### config.mk
export PLATFORM = sky130hd
export DESIGN_NAME = outlier_gated_moving_average_top
export DESIGN_NICKNAME = d
export VERILOG_FILES = /design/src/design/ogma_pkg.sv /design/src/design/ogma_cell.sv /design/src/design/ogma_div.sv /design/src/design/outlier_gated_moving_average_top.sv
export SDC_FILE = /design/constraint.sdc
export NUM_CORES = 1
export LEC_CHECK = 0
export BUFFER_PORTS_ARGS = -buffer_cell sky130_fd_sc_hd__buf_2
export CAP_MARGIN = 10
export CORE_MARGIN = 5
export CORE_UTILIZATION = 55
export DETAILED_ROUTE_END_ITERATION = 8
export PLACE_DENSITY = 0.75
export SYNTH_ARGS = -nofsm -noshare
export SYNTH_HDL_FRONTEND = slang
export SYNTH_SLANG_ARGS = --single-unit
export TNS_END_PERCENT = 30
### constraint.sdc
create_clock -name clk -period 5.67 [get_ports clk]
set_input_delay 1.134 -clock clk [delete_from_list [all_inputs] [get_ports clk]]
set_output_delay 1.134 -clock clk [all_outputs]
set_load 0.02 [all_outputs]
### src/design/ogma_pkg.sv
// Shared constants and types for the outlier-gated moving average block.
`default_nettype none
package ogma_pkg;

  localparam int WINDOW_DEPTH    = 8;
  localparam int DATA_W          = 8;
  localparam int CNT_W           = $clog2(WINDOW_DEPTH + 1);
  // Window sum plus the rounding term stays below 256 times the depth.
  localparam int SUM_W           = DATA_W + ((WINDOW_DEPTH > 1) ? $clog2(WINDOW_DEPTH) : 1);
  localparam int ITER_W          = $clog2(SUM_W + 1);
  localparam logic [DATA_W-1:0] THRESHOLD_RESET = DATA_W'(20);

  typedef struct packed {
    logic shift;
    logic clear;
  } ogma_cell_ctl_t;

endpackage
`default_nettype wire

### src/design/ogma_cell.sv
// One window cell: holds a sample and its valid bit, adds it into the passing partial sum.
`default_nettype none
module ogma_cell (
  input  wire logic                        clk,
  input  wire logic                        rst_n,
  input  wire ogma_pkg::ogma_cell_ctl_t    ctl,
  input  wire logic [ogma_pkg::DATA_W-1:0] nb_val,
  input  wire logic                        nb_vld,
  input  wire logic [ogma_pkg::SUM_W-1:0]  psum_in,
  output logic      [ogma_pkg::DATA_W-1:0] val,
  output logic                             vld,
  output logic      [ogma_pkg::SUM_W-1:0]  psum_out
);

  logic [ogma_pkg::DATA_W-1:0] val_r;
  logic                        vld_r;
  logic [ogma_pkg::SUM_W-1:0]  psum_r;
  logic [ogma_pkg::SUM_W-1:0]  psum_nxt;

  always_ff @(posedge clk) begin
    if (!rst_n) begin
      vld_r <= 1'b0;
    end else if (ctl.clear) begin
      vld_r <= 1'b0;
    end else if (ctl.shift) begin
      vld_r <= nb_vld;
    end
  end

  always_ff @(posedge clk) begin
    if (ctl.shift) begin
      val_r <= nb_val;
    end
  end

  always_comb begin
    psum_nxt = psum_in;
    if (vld_r) begin
      psum_nxt = psum_in + ogma_pkg::SUM_W'(val_r);
    end
  end

  always_ff @(posedge clk) begin
    psum_r <= psum_nxt;
  end

  assign val      = val_r;
  assign vld      = vld_r;
  assign psum_out = psum_r;

endmodule
`default_nettype wire

### src/design/ogma_div.sv
// Restoring divider, one quotient bit per cycle, for the window mean.
`default_nettype none
module ogma_div (
  input  wire logic                        clk,
  input  wire logic                        rst_n,
  input  wire logic                        start,
  input  wire logic [ogma_pkg::SUM_W-1:0]  dividend,
  input  wire logic [ogma_pkg::CNT_W-1:0]  divisor,
  output logic                             done,
  output logic      [ogma_pkg::DATA_W-1:0] quotient
);

  logic [ogma_pkg::SUM_W-1:0]  dvd_r;
  logic [ogma_pkg::CNT_W-1:0]  dsr_r;
  logic [ogma_pkg::CNT_W-1:0]  rem_r;
  logic [ogma_pkg::ITER_W-1:0] it_r;
  logic                        busy_r;
  logic                        done_r;
  logic [ogma_pkg::CNT_W:0]    shifted;
  logic [ogma_pkg::CNT_W:0]    diff;
  logic                        ge;

  always_comb begin
    shifted = {rem_r, dvd_r[ogma_pkg::SUM_W-1]};
    diff    = shifted - {1'b0, dsr_r};
    ge      = (shifted >= {1'b0, dsr_r});
  end

  always_ff @(posedge clk) begin
    if (!rst_n) begin
      busy_r <= 1'b0;
      done_r <= 1'b0;
      it_r   <= '0;
    end else begin
      done_r <= 1'b0;
      if (start) begin
        busy_r <= 1'b1;
        it_r   <= ogma_pkg::ITER_W'(ogma_pkg::SUM_W);
      end else if (busy_r) begin
        it_r <= it_r - 1'b1;
        if (it_r == ogma_pkg::ITER_W'(1)) begin
          busy_r <= 1'b0;
          done_r <= 1'b1;
        end
      end
    end
  end

  // The dividend register fills with quotient bits from the bottom as it shifts out.
  always_ff @(posedge clk) begin
    if (start) begin
      dvd_r <= dividend;
      dsr_r <= divisor;
      rem_r <= '0;
    end else if (busy_r) begin
      dvd_r <= {dvd_r[ogma_pkg::SUM_W-2:0], ge};
      rem_r <= ge ? diff[ogma_pkg::CNT_W-1:0] : shifted[ogma_pkg::CNT_W-1:0];
    end
  end

  assign done     = done_r;
  assign quotient = dvd_r[ogma_pkg::DATA_W-1:0];

endmodule
`default_nettype wire

### src/design/outlier_gated_moving_average_top.sv
// Top level of the outlier-gated moving average: control, window cell row and divider.
//
// Usage: one input word carries a heart-rate reading (in_reading) or a no-reading
// mark (in_no_reading); each input word yields exactly one output word with the
// smoothed rate, the raw rate and a reject flag. Both channels use valid/ready.
// The user must write the threshold register through cfg_wr_en/cfg_wr_data only
// while idle; the block itself does not enforce this. Flow: for a no-reading or
// a rejected reading the block goes from accept to S_DONE, which, once the output
// register is free, loads it and returns to idle. An accepted reading shifts into
// the cell row, then the partial sum walks the row of WINDOW_DEPTH cells and the
// serial divider produces one quotient bit a cycle, SUM_W bits in all, before
// S_DONE. One word is processed at a time, so the next input word is taken only
// once the block is back in idle. The result sits in an output register, so a
// new input word is taken while the previous result waits; the block then holds
// its next result until the receiver takes the pending one.
// Reset empties the window, clears the control state and sets the threshold to 20.
`default_nettype none
module outlier_gated_moving_average_top (
  input  wire logic       clk,
  input  wire logic       rst_n,
  input  wire logic       in_valid,
  output logic            in_ready,
  input  wire logic [7:0] in_reading,
  input  wire logic       in_no_reading,
  output logic            out_valid,
  input  wire logic       out_ready,
  output logic      [7:0] out_smoothed_rate,
  output logic      [7:0] out_raw_rate,
  output logic            out_rejected,
  input  wire logic       cfg_wr_en,
  input  wire logic [7:0] cfg_wr_data
);

  localparam int D  = ogma_pkg::WINDOW_DEPTH;
  localparam int DW = ogma_pkg::DATA_W;
  localparam int CW = ogma_pkg::CNT_W;
  localparam int SW = ogma_pkg::SUM_W;

  typedef enum logic [3:0] {
    S_IDLE = 4'b0001,
    S_SUM  = 4'b0010,
    S_DIV  = 4'b0100,
    S_DONE = 4'b1000
  } state_t;

  state_t       state_r, state_nxt;
  logic [DW-1:0] thr_r;
  logic [CW-1:0] cnt_r, cnt_nxt;
  logic [CW-1:0] sc_r, sc_nxt;
  logic [DW-1:0] last_r, last_nxt;
  logic [DW-1:0] smooth_r, smooth_nxt;
  logic [DW-1:0] raw_r, raw_nxt;
  logic          rej_r, rej_nxt;
  logic          ov_r;
  logic [DW-1:0] os_r, or_r;
  logic          oj_r;

  logic          in_acc;
  logic [DW-1:0] diff;
  logic          too_far;
  logic          out_free;
  logic          div_start;
  logic          div_done;
  logic [DW-1:0] div_q;
  ogma_pkg::ogma_cell_ctl_t cell_ctl;

  logic [DW-1:0] val_w  [D+1];
  logic          vld_w  [D+1];
  logic [SW-1:0] psum_w [D+1];

  assign in_ready = (state_r == S_IDLE);
  assign in_acc   = in_valid && in_ready;
  assign out_free = !ov_r || out_ready;

  always_comb begin
    diff    = (in_reading >= last_r) ? (in_reading - last_r) : (last_r - in_reading);
    too_far = (cnt_r != '0) && (diff > thr_r);
  end

  always_comb begin
    state_nxt      = state_r;
    cnt_nxt        = cnt_r;
    sc_nxt         = sc_r;
    last_nxt       = last_r;
    smooth_nxt     = smooth_r;
    raw_nxt        = raw_r;
    rej_nxt        = rej_r;
    cell_ctl.shift = 1'b0;
    cell_ctl.clear = 1'b0;
    div_start      = 1'b0;
    unique case (state_r)
      S_IDLE: begin
        if (in_acc) begin
          rej_nxt = 1'b0;
          if (in_no_reading) begin
            cell_ctl.clear = 1'b1;
            cnt_nxt        = '0;
            last_nxt       = '0;
            smooth_nxt     = '0;
            raw_nxt        = '0;
            state_nxt      = S_DONE;
          end else if (too_far) begin
            raw_nxt   = in_reading;
            rej_nxt   = 1'b1;
            state_nxt = S_DONE;
          end else begin
            raw_nxt        = in_reading;
            last_nxt       = in_reading;
            cell_ctl.shift = 1'b1;
            if (cnt_r != CW'(D)) begin
              cnt_nxt = cnt_r + 1'b1;
            end
            sc_nxt    = '0;
            state_nxt = S_SUM;
          end
        end
      end
      S_SUM: begin
        // The sum at the end of the row is complete once it has passed every cell.
        if (sc_r == CW'(D)) begin
          div_start = 1'b1;
          state_nxt = S_DIV;
        end else begin
          sc_nxt = sc_r + 1'b1;
        end
      end
      S_DIV: begin
        if (div_done) begin
          smooth_nxt = div_q;
          state_nxt  = S_DONE;
        end
      end
      S_DONE: begin
        if (out_free) begin
          state_nxt = S_IDLE;
        end
      end
      default: begin
        state_nxt = S_IDLE;
      end
    endcase
  end

  always_ff @(posedge clk) begin
    if (!rst_n) begin
      state_r  <= S_IDLE;
      thr_r    <= ogma_pkg::THRESHOLD_RESET;
      cnt_r    <= '0;
      sc_r     <= '0;
      last_r   <= '0;
      smooth_r <= '0;
      raw_r    <= '0;
      rej_r    <= 1'b0;
      ov_r     <= 1'b0;
    end else begin
      state_r  <= state_nxt;
      cnt_r    <= cnt_nxt;
      sc_r     <= sc_nxt;
      last_r   <= last_nxt;
      smooth_r <= smooth_nxt;
      raw_r    <= raw_nxt;
      rej_r    <= rej_nxt;
      if (cfg_wr_en) begin
        thr_r <= cfg_wr_data;
      end
      if (state_r == S_DONE && out_free) begin
        ov_r <= 1'b1;
      end else if (out_ready) begin
        ov_r <= 1'b0;
      end
    end
  end

  always_ff @(posedge clk) begin
    if (state_r == S_DONE && out_free) begin
      os_r <= smooth_r;
      or_r <= raw_r;
      oj_r <= rej_r;
    end
  end

  assign out_valid         = ov_r;
  assign out_smoothed_rate = os_r;
  assign out_raw_rate      = or_r;
  assign out_rejected      = oj_r;

  // New samples enter at the top cell; the oldest drops out of cell zero.
  assign val_w[D]  = in_reading;
  assign vld_w[D]  = 1'b1;
  assign psum_w[0] = '0;

  for (genvar i = 0; i < D; i++) begin : g_cell
    ogma_cell u_cell (
      .clk      (clk),
      .rst_n    (rst_n),
      .ctl      (cell_ctl),
      .nb_val   (val_w[i+1]),
      .nb_vld   (vld_w[i+1]),
      .psum_in  (psum_w[i]),
      .val      (val_w[i]),
      .vld      (vld_w[i]),
      .psum_out (psum_w[i+1])
    );
  end

  ogma_div u_div (
    .clk      (clk),
    .rst_n    (rst_n),
    .start    (div_start),
    .dividend (psum_w[D] + SW'(cnt_r >> 1)),
    .divisor  (cnt_r),
    .done     (div_done),
    .quotient (div_q)
  );

endmodule
`default_nettype wire
=== Word level (Yosys, flattened, before mapping) ===
Index checks and enable logic that the tools add are counted.

* Input port bits: 22
* Register bits after elaboration: 248
* Output and inout bits: 19

* Bitwise logic cells: 2
* Eq/ne operators: 16
* Reductions and logical operators: 20
* Order comparisons: 3
* Add/sub/neg operators: 14
* Muxes and demuxes: 50

{| class="wikitable"
|+ Operators with widths
! kind !! number
|-
| $mux 11 || 9
|-
| $add 11x8->11 || 7
|-
| $mux 4 || 16
|-
| $mux 8 || 7
|-
| $pmux 4 s4 || 1
|-
| $pmux 8 s2 || 1
|-
| $sub 8x8->8 || 2
|-
| $mux 1 || 13
|-
| $ne 2x2->1 const B || 6
|-
| $reduce_and 4->1 || 3
|-
| $add 11x3->11 || 1
|-
| $reduce_bool 2->1 || 5
|-
| $add 4x1->4 const B || 2
|-
| $eq 4x1->1 const B || 2
|-
| $eq 4x4->1 const B || 2
|-
| $ge 8x8->1 || 1
|-
| $gt 8x8->1 || 1
|-
| $pmux 4 s2 || 1
|-
| $ne 2x1->1 const B || 3
|-
| $ge 5x4->1 || 1
|-
| $reduce_and 5->1 || 1
|-
| $eq 4x2->1 const B || 1
|-
| $eq 4x3->1 const B || 1
|-
| $mux 2 || 2
|-
| 12 further kinds || 16
|}

=== Logic depth before layout (Yosys ltp) ===
Gate-level depths: netlist (run 1).

* Depth in word-level cells: 9
* Gate-level depth with buffers: 19
* Mapped depth without buffers: 17

=== Hierarchy ===
From an unflattened synthesis (run 1), not the netlist that was laid out.

* Cell total of the unflattened synthesis: 1126
* Area total of the unflattened synthesis: 12483.2 sq um

{| class="wikitable"
|+ Modules (own cells, without submodules)
! module !! area each (sq um) !! sequential area each (sq um) !! instances !! cells each
|-
| ogma_cell at g_cell[1].u_cell ... || 960.9 || 480.5 || 5 || 80
|-
| outlier_gated_moving_average_top || 3518.4 || 1431.4 || 1 || 382
|-
| ogma_cell at g_cell[0].u_cell ... || 964.7 || 480.5 || 3 || 80
|-
| ogma_div || 1266.2 || 650.6 || 1 || 104
|}

=== Worst setup path before layout (run 1) ===
OpenSTA, ideal clock, no wires.

* Path kind: input port to flip-flop
* Start: in in_reading[0]
* End: reg g_cell[0].u_cell.vld_r
* Arrival: 4.819 ns
* Setup slack: 0.729 ns
* Buffers on the path: 2
* Stages on the path: 18
* Cells stage by stage: inv_1 > ha_1 > inv_1 > fa_1 > a21o_1 > a21oi_1 > a31oi_1 > a211o_1 > clkbuf_1 > mux2_2 > ha_1 > nor2b_1 > o211a_1 > o21a_1 > nor3_4 > buf_6 > mux2i_1 > nor2_1

{| class="wikitable"
|+ RTL lines
! element !! RTL line !! RTL
|-
| from (decl) || outlier_gated_moving_average_top.sv:23 || <nowiki>input wire logic [7:0] in_reading,</nowiki>
|-
| to (signal assigned) || ogma_cell.sv:26 || <nowiki>vld_r <= nb_vld;</nowiki>
|-
| to (decl) || ogma_cell.sv:16 || <nowiki>logic vld_r;</nowiki>
|}

=== Final worst setup path (run 1) ===
* Start: in in_reading[0]
* End: reg g_cell[3].u_cell.vld_r

* Longest elaborated chain between the ends: 8
* Elaborated cells on any way between the ends: 10

{| class="wikitable"
|+ Ends and longest elaborated chain
! element !! RTL line !! RTL
|-
| $sub 8x8->8 or $ge 8x8->1 (tied branches) || outlier_gated_moving_average_top.sv:76 || <nowiki>diff = (in_reading >= last_r) ? (in_reading - last_r) : (last_r - in_reading);</nowiki>
|-
| $mux 8 * || outlier_gated_moving_average_top.sv:76 ||
|-
| $gt 8x8->1 * || outlier_gated_moving_average_top.sv:77 || <nowiki>too_far = (cnt_r != '0) && (diff > thr_r);</nowiki>
|-
| $logic_and 1x1->1 * || outlier_gated_moving_average_top.sv:77 ||
|-
| $mux 1 * || outlier_gated_moving_average_top.sv:102 || <nowiki>end else if (too_far) begin</nowiki>
|-
| $mux 1 * || outlier_gated_moving_average_top.sv:95 || <nowiki>if (in_no_reading) begin</nowiki>
|-
| $mux 2 * || outlier_gated_moving_average_top.sv:93 || <nowiki>if (in_acc) begin</nowiki>
|-
| $mux 2 * || outlier_gated_moving_average_top.sv:91 || <nowiki>unique case (state_r)</nowiki>
|-
| to (signal assigned) || ogma_cell.sv:26 ||
|-
| to (decl) || ogma_cell.sv:16 ||
|}

Mark *: on every way between the ends. The rest lies on a longest branch, timed or not.
A chain may end at the register's enable or synchronous reset.

==> results.py, run 1 <==
metrics = {
    "synth": {
        "netlist_instances": 1128,
        "synth_top_cell_area_share": 0.242,
        "ys_ff_latch": 242,
        "synthFlopType": "dfxtp_1",
        "synth_common_cells": "146 x dfxtp_1, 96 x edfxtp_1, 92 x ha_1",
        "synth_area_sq_um": 12100,
        "netlist_top_cells_area": "dfxtp_1 24%, edfxtp_1 24%, ha_1 9.5%",
        "synth_top_area_cell": "dfxtp_1",
        "yosysUniqueCellTypes": 64,
        "synth_edf_count": 96,
        "ys_seq_area_frac": 0.480,
        "asyncSetResetFlopFracSynth": 0,
        "ys_warn_count": 0,
        "yosysMostFrequentCell": "dfxtp_1",
        "syn_avg_cell_area_sq_um": 10.7,
        "synth_nets": 1253,
    },
    "sta": {
        "period_minus_slack_ps": 4730,
        "min_period_over_period": 0.834,
        "max_freq_mhz": 212,
        "finalHoldViolations": 0,
        "rsz0062_at_grt": "no",
        "clock_skew_ps": 5.85,
        "finalMaxSlewViolations": 0,
        "relSlewSlack": 0.396,
        "setup_tns_ps": 0,
        "worst_pin_slew_ps": 904,
        "setup_viol": 0,
    },
    "setup_path": {
        "worstSetupEndpointType": "register",
        "crit_path_cell_trace": "buf_2 > inv_1 > ha_1 > inv_1 > fa_1 > a21o_1 > a21oi_1 > a31oi_1 > a211o_1 > mux2i_1 > xor2_1 > ha_1 > nand4_1 > o21a_1 > and2_1 > nor3_4 > buf_12 > mux2i_1 > nor2_1",
        "criticalPathCategory": "in -> reg",
        "cp_num_buf_inv": 4,
        "critPathMaxStageDelay_ps": 440,
        "crit_slowest_cell": "a211o_1",
        "arrival_ps": 5120,
        "worst_setup_path_start_kind": "primary input",
        "critPathTopFamily": "compound AO/OA/AOI/OAI gates",
        "crit_fanout": 80,
        "required_ps": 6070,
    },
    "clock_tree": {
        "hold_buffers": 0,
        "root_buffer": "clkbuf_16",
        "cts_buffers": 26,
        "cts_resized": 0,
        "clock_sinks": 242,
        "clk_path_buf_depth": 3,
        "cts_tree": "done",
        "path_clk_slew_ps": 60,
        "insertion_delay_ps": 530,
        "htree_levels": 1,
        "post_cts_buffers": 0,
    },
    "routing": {
        "post_drt_wl_per_cell_um": 15.8,
        "dr.pass1.iters": 5,
        "wl_mm": 23.2,
        "num_vias": 8228,
        "drt_iter0_drc": 471,
        "ant_nets": 0,
        "routed_via_density": 5.61,
        "drc": 0,
    },
    "grt": {
        "grt_usage": 0.188,
        "antenna_found_initial": 0,
        "grt_pass1_wl_mm": 39.0,
        "grt_remaining_overflow": 0,
        "grt_pass1_vias": 8131,
        "grt_max_degree": 81,
    },
    "place": {
        "dp_cells": 1419,
        "io_buffer_count": 40,
        "dp.final_hpwl_mm": 16.4,
        "gp_congestion": 0.843,
    },
    "floorplan": {
        "ios": 41,
        "coreArea_sq_um": 21800,
        "start_util": 0.556,
        "die_area_sq_um": 25000,
        "rows": 54,
        "die_h_um": 158,
        "die_w_um": 158,
    },
    "cells_and_area": {
        "area_delta_synth_final_pct": 11.2,
        "diodes": 0,
        "layout.nets": 1292,
        "post-route-util": 0.618,
        "instances_no_fill": 1467,
        "layout-drive-gt1-share": 0.115,
    },
    "flow_run": {
        "maxCapViolCount": 0,
    },
    "power": {
        "power_density_nw_per_um2": 326,
        "vdd_drop_max_v": 0.000266,
        "p_leak_uw": 0.00539,
    },
    "min_path": {
        "hold_path_class": "reg -> reg",
    },
    "run_status": {
        "outcome": "completed",
    },
}
## cell usage in the layout, fill, tap and decap left out, types with 15 or more instances in the layout
master	instances
dfxtp_1	146
edfxtp_1	96
ha_1	92
inv_1	79
a21oi_1	59
nand2_1	55
o21ai_0	51
nor2b_1	48
nor2_1	45
buf_2	40
nor3_1	39
mux2_2	37
xnor2_1	34
mux2i_1	28
clkbuf_16	26
o21a_1	24
a21o_1	21
a22oi_1	16
nand3_1	15
## logic make-up after synthesis
logic type / count (synthesis) / synth area share
adder cells (fa/ha/maj): 103 / 0.113
XOR/XNOR: 47 / 0.0341
buffers and inverters: 116 / 0.0378
flip-flops: 242 / 0.480
AO/OA/AOI/OAI: 261 / 0.142
AND/OR/NAND/NOR: 294 / 0.135
multiplexers: 65 / 0.0577
## per-layer routing
| layer | vias up | part of all wire | track usage |
|---|---|---|---|
| li1 | 4168 | - | - |
| met5 | - | 0 | 0 |
| met3 | 44 | 0.034 | 0.0293 |
| met2 | 127 | 0.47 | 0.310 |
| met1 | 3889 | 0.47 | 0.258 |
| met4 | 0 | 0.025 | 0.0544 |
## power breakdown
| group | internal [uW] | switching (uW) |
|---|---|---|
| combinational | 246 | 367 |
| clock | 1090 | 674 |
| sequential | 1940 | 72.1 |
## final cells by class
class | instances | area (sq um)
Fill cell | 1765 | 8310
Multi-Input combinational cell | 770 | 5820
Sequential cell | 242 | 5810
Clock buffer | 34 | 691
Tap cell | 280 | 350
Inverter | 83 | 317
Timing Repair Buffer | 44 | 243
Clock inverter | 14 | 211
## state kept, by name, indices dropped and copies added (netlist names), 8 cells and up
register                count
last_r                      8
out_smoothed_rate           8
g_cell.u_cell.vld           8
g_cell.u_cell.val          64
out_raw_rate                8
thr_r                       8
g_cell.u_cell.psum_out     82
smooth_r                    8
raw_r                       8
u_div.dvd_r                11
## worst paths after layout
path	slack (ps)	cells past startpoint	to	start
worst min-delay path	440	0	out_raw_rate[4]	raw_r[4]
worst max-delay path	940	19	g_cell[3].u_cell.vld	in_reading[0]
worst max register to register	1370	17	g_cell[3].u_cell.vld	last_r[0]
worst min register to register	440	0	out_raw_rate[4]	raw_r[4]
## per-stage QoR
stage	hold slack, ps	total power (uW)	instance area [sq um]	setup WS (ps)
6_report	435	4390	13400	942
5_1_grt	449	4590	13400	670
4_1_cts	437	4430	13400	973
3_5_place_dp	422	2660	12500	467
3_3_place_gp	414	2630	12500	640
2_1_floorplan	408	2480	12100	729
Note: power is estimated with default switching activity, not from simulation.
==> inputs of run 2 (changes only) <==
==> constraint.sdc (replaced) <==
create_clock -name clk -period 4.37 [get_ports clk]
set_input_delay 0.874 -clock clk [delete_from_list [all_inputs] [get_ports clk]]
set_output_delay 0.874 -clock clk [all_outputs]
set_load 0.02 [all_outputs]
==> run 2 against run 1 <==
Net effect:
- critical path type unchanged
- register-to-register slack worse by 1000 ps
- final area up 0.58%
- worst setup slack worse by 710 ps
- largest cell class unchanged
- largest power group unchanged
- sequential share of layout area down 0.25 points
- clock power up 12%
- critical endpoint is now cnt_r[3]
- total power up 25%
==> results.py, run 2 (synthesis results as in run 1) <==
metrics = {
    "grt": {
        "grt_usage": 0.190,
        "grt_max_degree": 50,
        "grt_pass1_vias": 8071,
        "antenna_found_initial": 0,
        "grt_remaining_overflow": 0,
        "grt_pass1_wl_mm": 39.5,
    },
    "floorplan": {
        "start_util": 0.556,
        "die_area_sq_um": 25000,
        "ios": 41,
        "die_h_um": 158,
        "die_w_um": 158,
        "coreArea_sq_um": 21800,
        "rows": 54,
    },
    "clock_tree": {
        "path_clk_slew_ps": 60,
        "clk_path_buf_depth": 3,
        "hold_buffers": 0,
        "cts_buffers": 25,
        "root_buffer": "clkbuf_16",
        "cts_tree": "done",
        "post_cts_buffers": 0,
        "insertion_delay_ps": 540,
        "clock_sinks": 242,
        "cts_resized": 0,
        "htree_levels": 1,
    },
    "setup_path": {
        "crit_slowest_cell": "a21oi_1",
        "crit_fanout": 9,
        "reg2reg_slack_ps": 350,
        "required_ps": 4780,
        "arrival_ps": 4550,
        "critPathMaxStageDelay_ps": 650,
        "worstSetupEndpointType": "register",
        "crit_top_cell": "a21oi_1",
        "worst_setup_path_start_kind": "primary input",
        "criticalPathCategory": "in -> reg",
        "crit_path_cell_trace": "buf_2 > inv_1 > ha_1 > inv_1 > fa_1 > a21o_1 > a21oi_2 > a31oi_1 > a211o_1 > mux2i_1 > xor2_1 > ha_1 > a21oi_1 > o21ai_0 > buf_4 > nor2_1 > a21oi_1 > o21bai_1 > a21oi_1",
    },
    "cells_and_area": {
        "largest_reg_flops": 82,
        "fin_area_sq_um": 13500,
        "layout.nets": 1312,
        "instances_no_fill": 1486,
        "n_fill_cell": 1765,
        "area_delta_synth_final_pct": 11.9,
        "diodes": 0,
        "layout_commonest_cell": "dfxtp_1",
        "layout_common_cells": "146 x dfxtp_1, 96 x edfxtp_1, 92 x ha_1",
        "layout-drive-gt1-share": 0.129,
    },
    "routing": {
        "drt_iter0_drc": 521,
        "wl_mm": 23.8,
        "post_drt_wl_per_cell_um": 16.0,
        "num_vias": 8353,
        "routed_via_density": 5.62,
        "drc": 0,
        "ant_nets": 0,
        "dr.pass1.iters": 5,
    },
    "power": {
        "power_density_nw_per_um2": 404,
        "vdd_drop_max_v": 0.000313,
        "p_leak_uw": 0.00544,
        "power_uw": 5460,
    },
    "run_status": {
        "outcome": "completed",
    },
    "sta": {
        "setup_viol": 0,
        "relSlewSlack": 0.431,
        "worst_pin_slew_ps": 852,
        "min_period_over_period": 0.947,
        "finalMaxSlewViolations": 0,
        "clock_skew_ps": 20.8,
        "setup_tns_ps": 0,
        "finalHoldViolations": 0,
        "period_minus_slack_ps": 4140,
        "max_freq_mhz": 242,
        "rsz0062_at_grt": "no",
    },
    "min_path": {
        "hold_path_class": "reg -> reg",
    },
    "place": {
        "io_buffer_count": 40,
        "gp_congestion": 0.856,
        "placed_area_sq_um": 12800,
        "dp.final_hpwl_mm": 17.4,
        "dp_cells": 1440,
    },
    "flow_run": {
        "maxCapViolCount": 0,
    },
}
==> run 2: where the power goes <==
part           leakage, uW  total (uW)  switching [uW]  internal [uW]
Sequential         0.00205        2610            99.7           2510
Combinational      0.00301         868             485            383
Clock             0.000375        1980             868           1110
Total              0.00544        5460            1450           4010
==> run 2: worst paths after layout <==
check,start,endpoint,cells past startpoint
worst max-delay path,in_reading[0],cnt_r[3],19
worst min-delay path,rej_r,out_rejected,0
worst max register to register,last_r[0],cnt_r[3],17
worst min register to register,rej_r,out_rejected,0
==> run 2: final cells by class <==
type / instances / area (sq um) / area share
tap: 280 / 350 / 0.0259
sequential: 242 / 5810 / 0.429
clock inverter: 11 / 72.6 / 0.00537
multi-input combinational: 770 / 5830 / 0.431
inverter: 83 / 317 / 0.0234
timing repair buffer: 65 / 450 / 0.0333
clock buffer: 35 / 693 / 0.0513
==> run 2: critical path: cells and delay by family <==
family,cells,cell delay [ps]
buf+inv,4,380
xor+xnor,1,210
simple gates,1,30
compound gates,9,2080
fa+ha+maj,3,710
mux,1,240
==> run 2: layer usage <==
layer / GRT usage / vias to the layer above / part of all wire
li1: - / 4208 / -
met4: 0.0491 / 0 / 0.022
met2: 0.312 / 123 / 0.47
met3: 0.0235 / 42 / 0.028
met5: 0 / - / 0
met1: 0.269 / 3980 / 0.48
==> run 2: through the flow <==
| stage | util | worst slack, ps | hold WS, ps |
|---|---|---|---|
| detailed placement | 0.586 | -278 | 422 |
| finish | 0.621 | 230 | 427 |
| CTS | 0.621 | 260 | 434 |
| floorplan | - | 11.7 | 408 |
| global placement | 0.586 | -132 | 418 |
| global route | 0.621 | 8.96 | 446 |
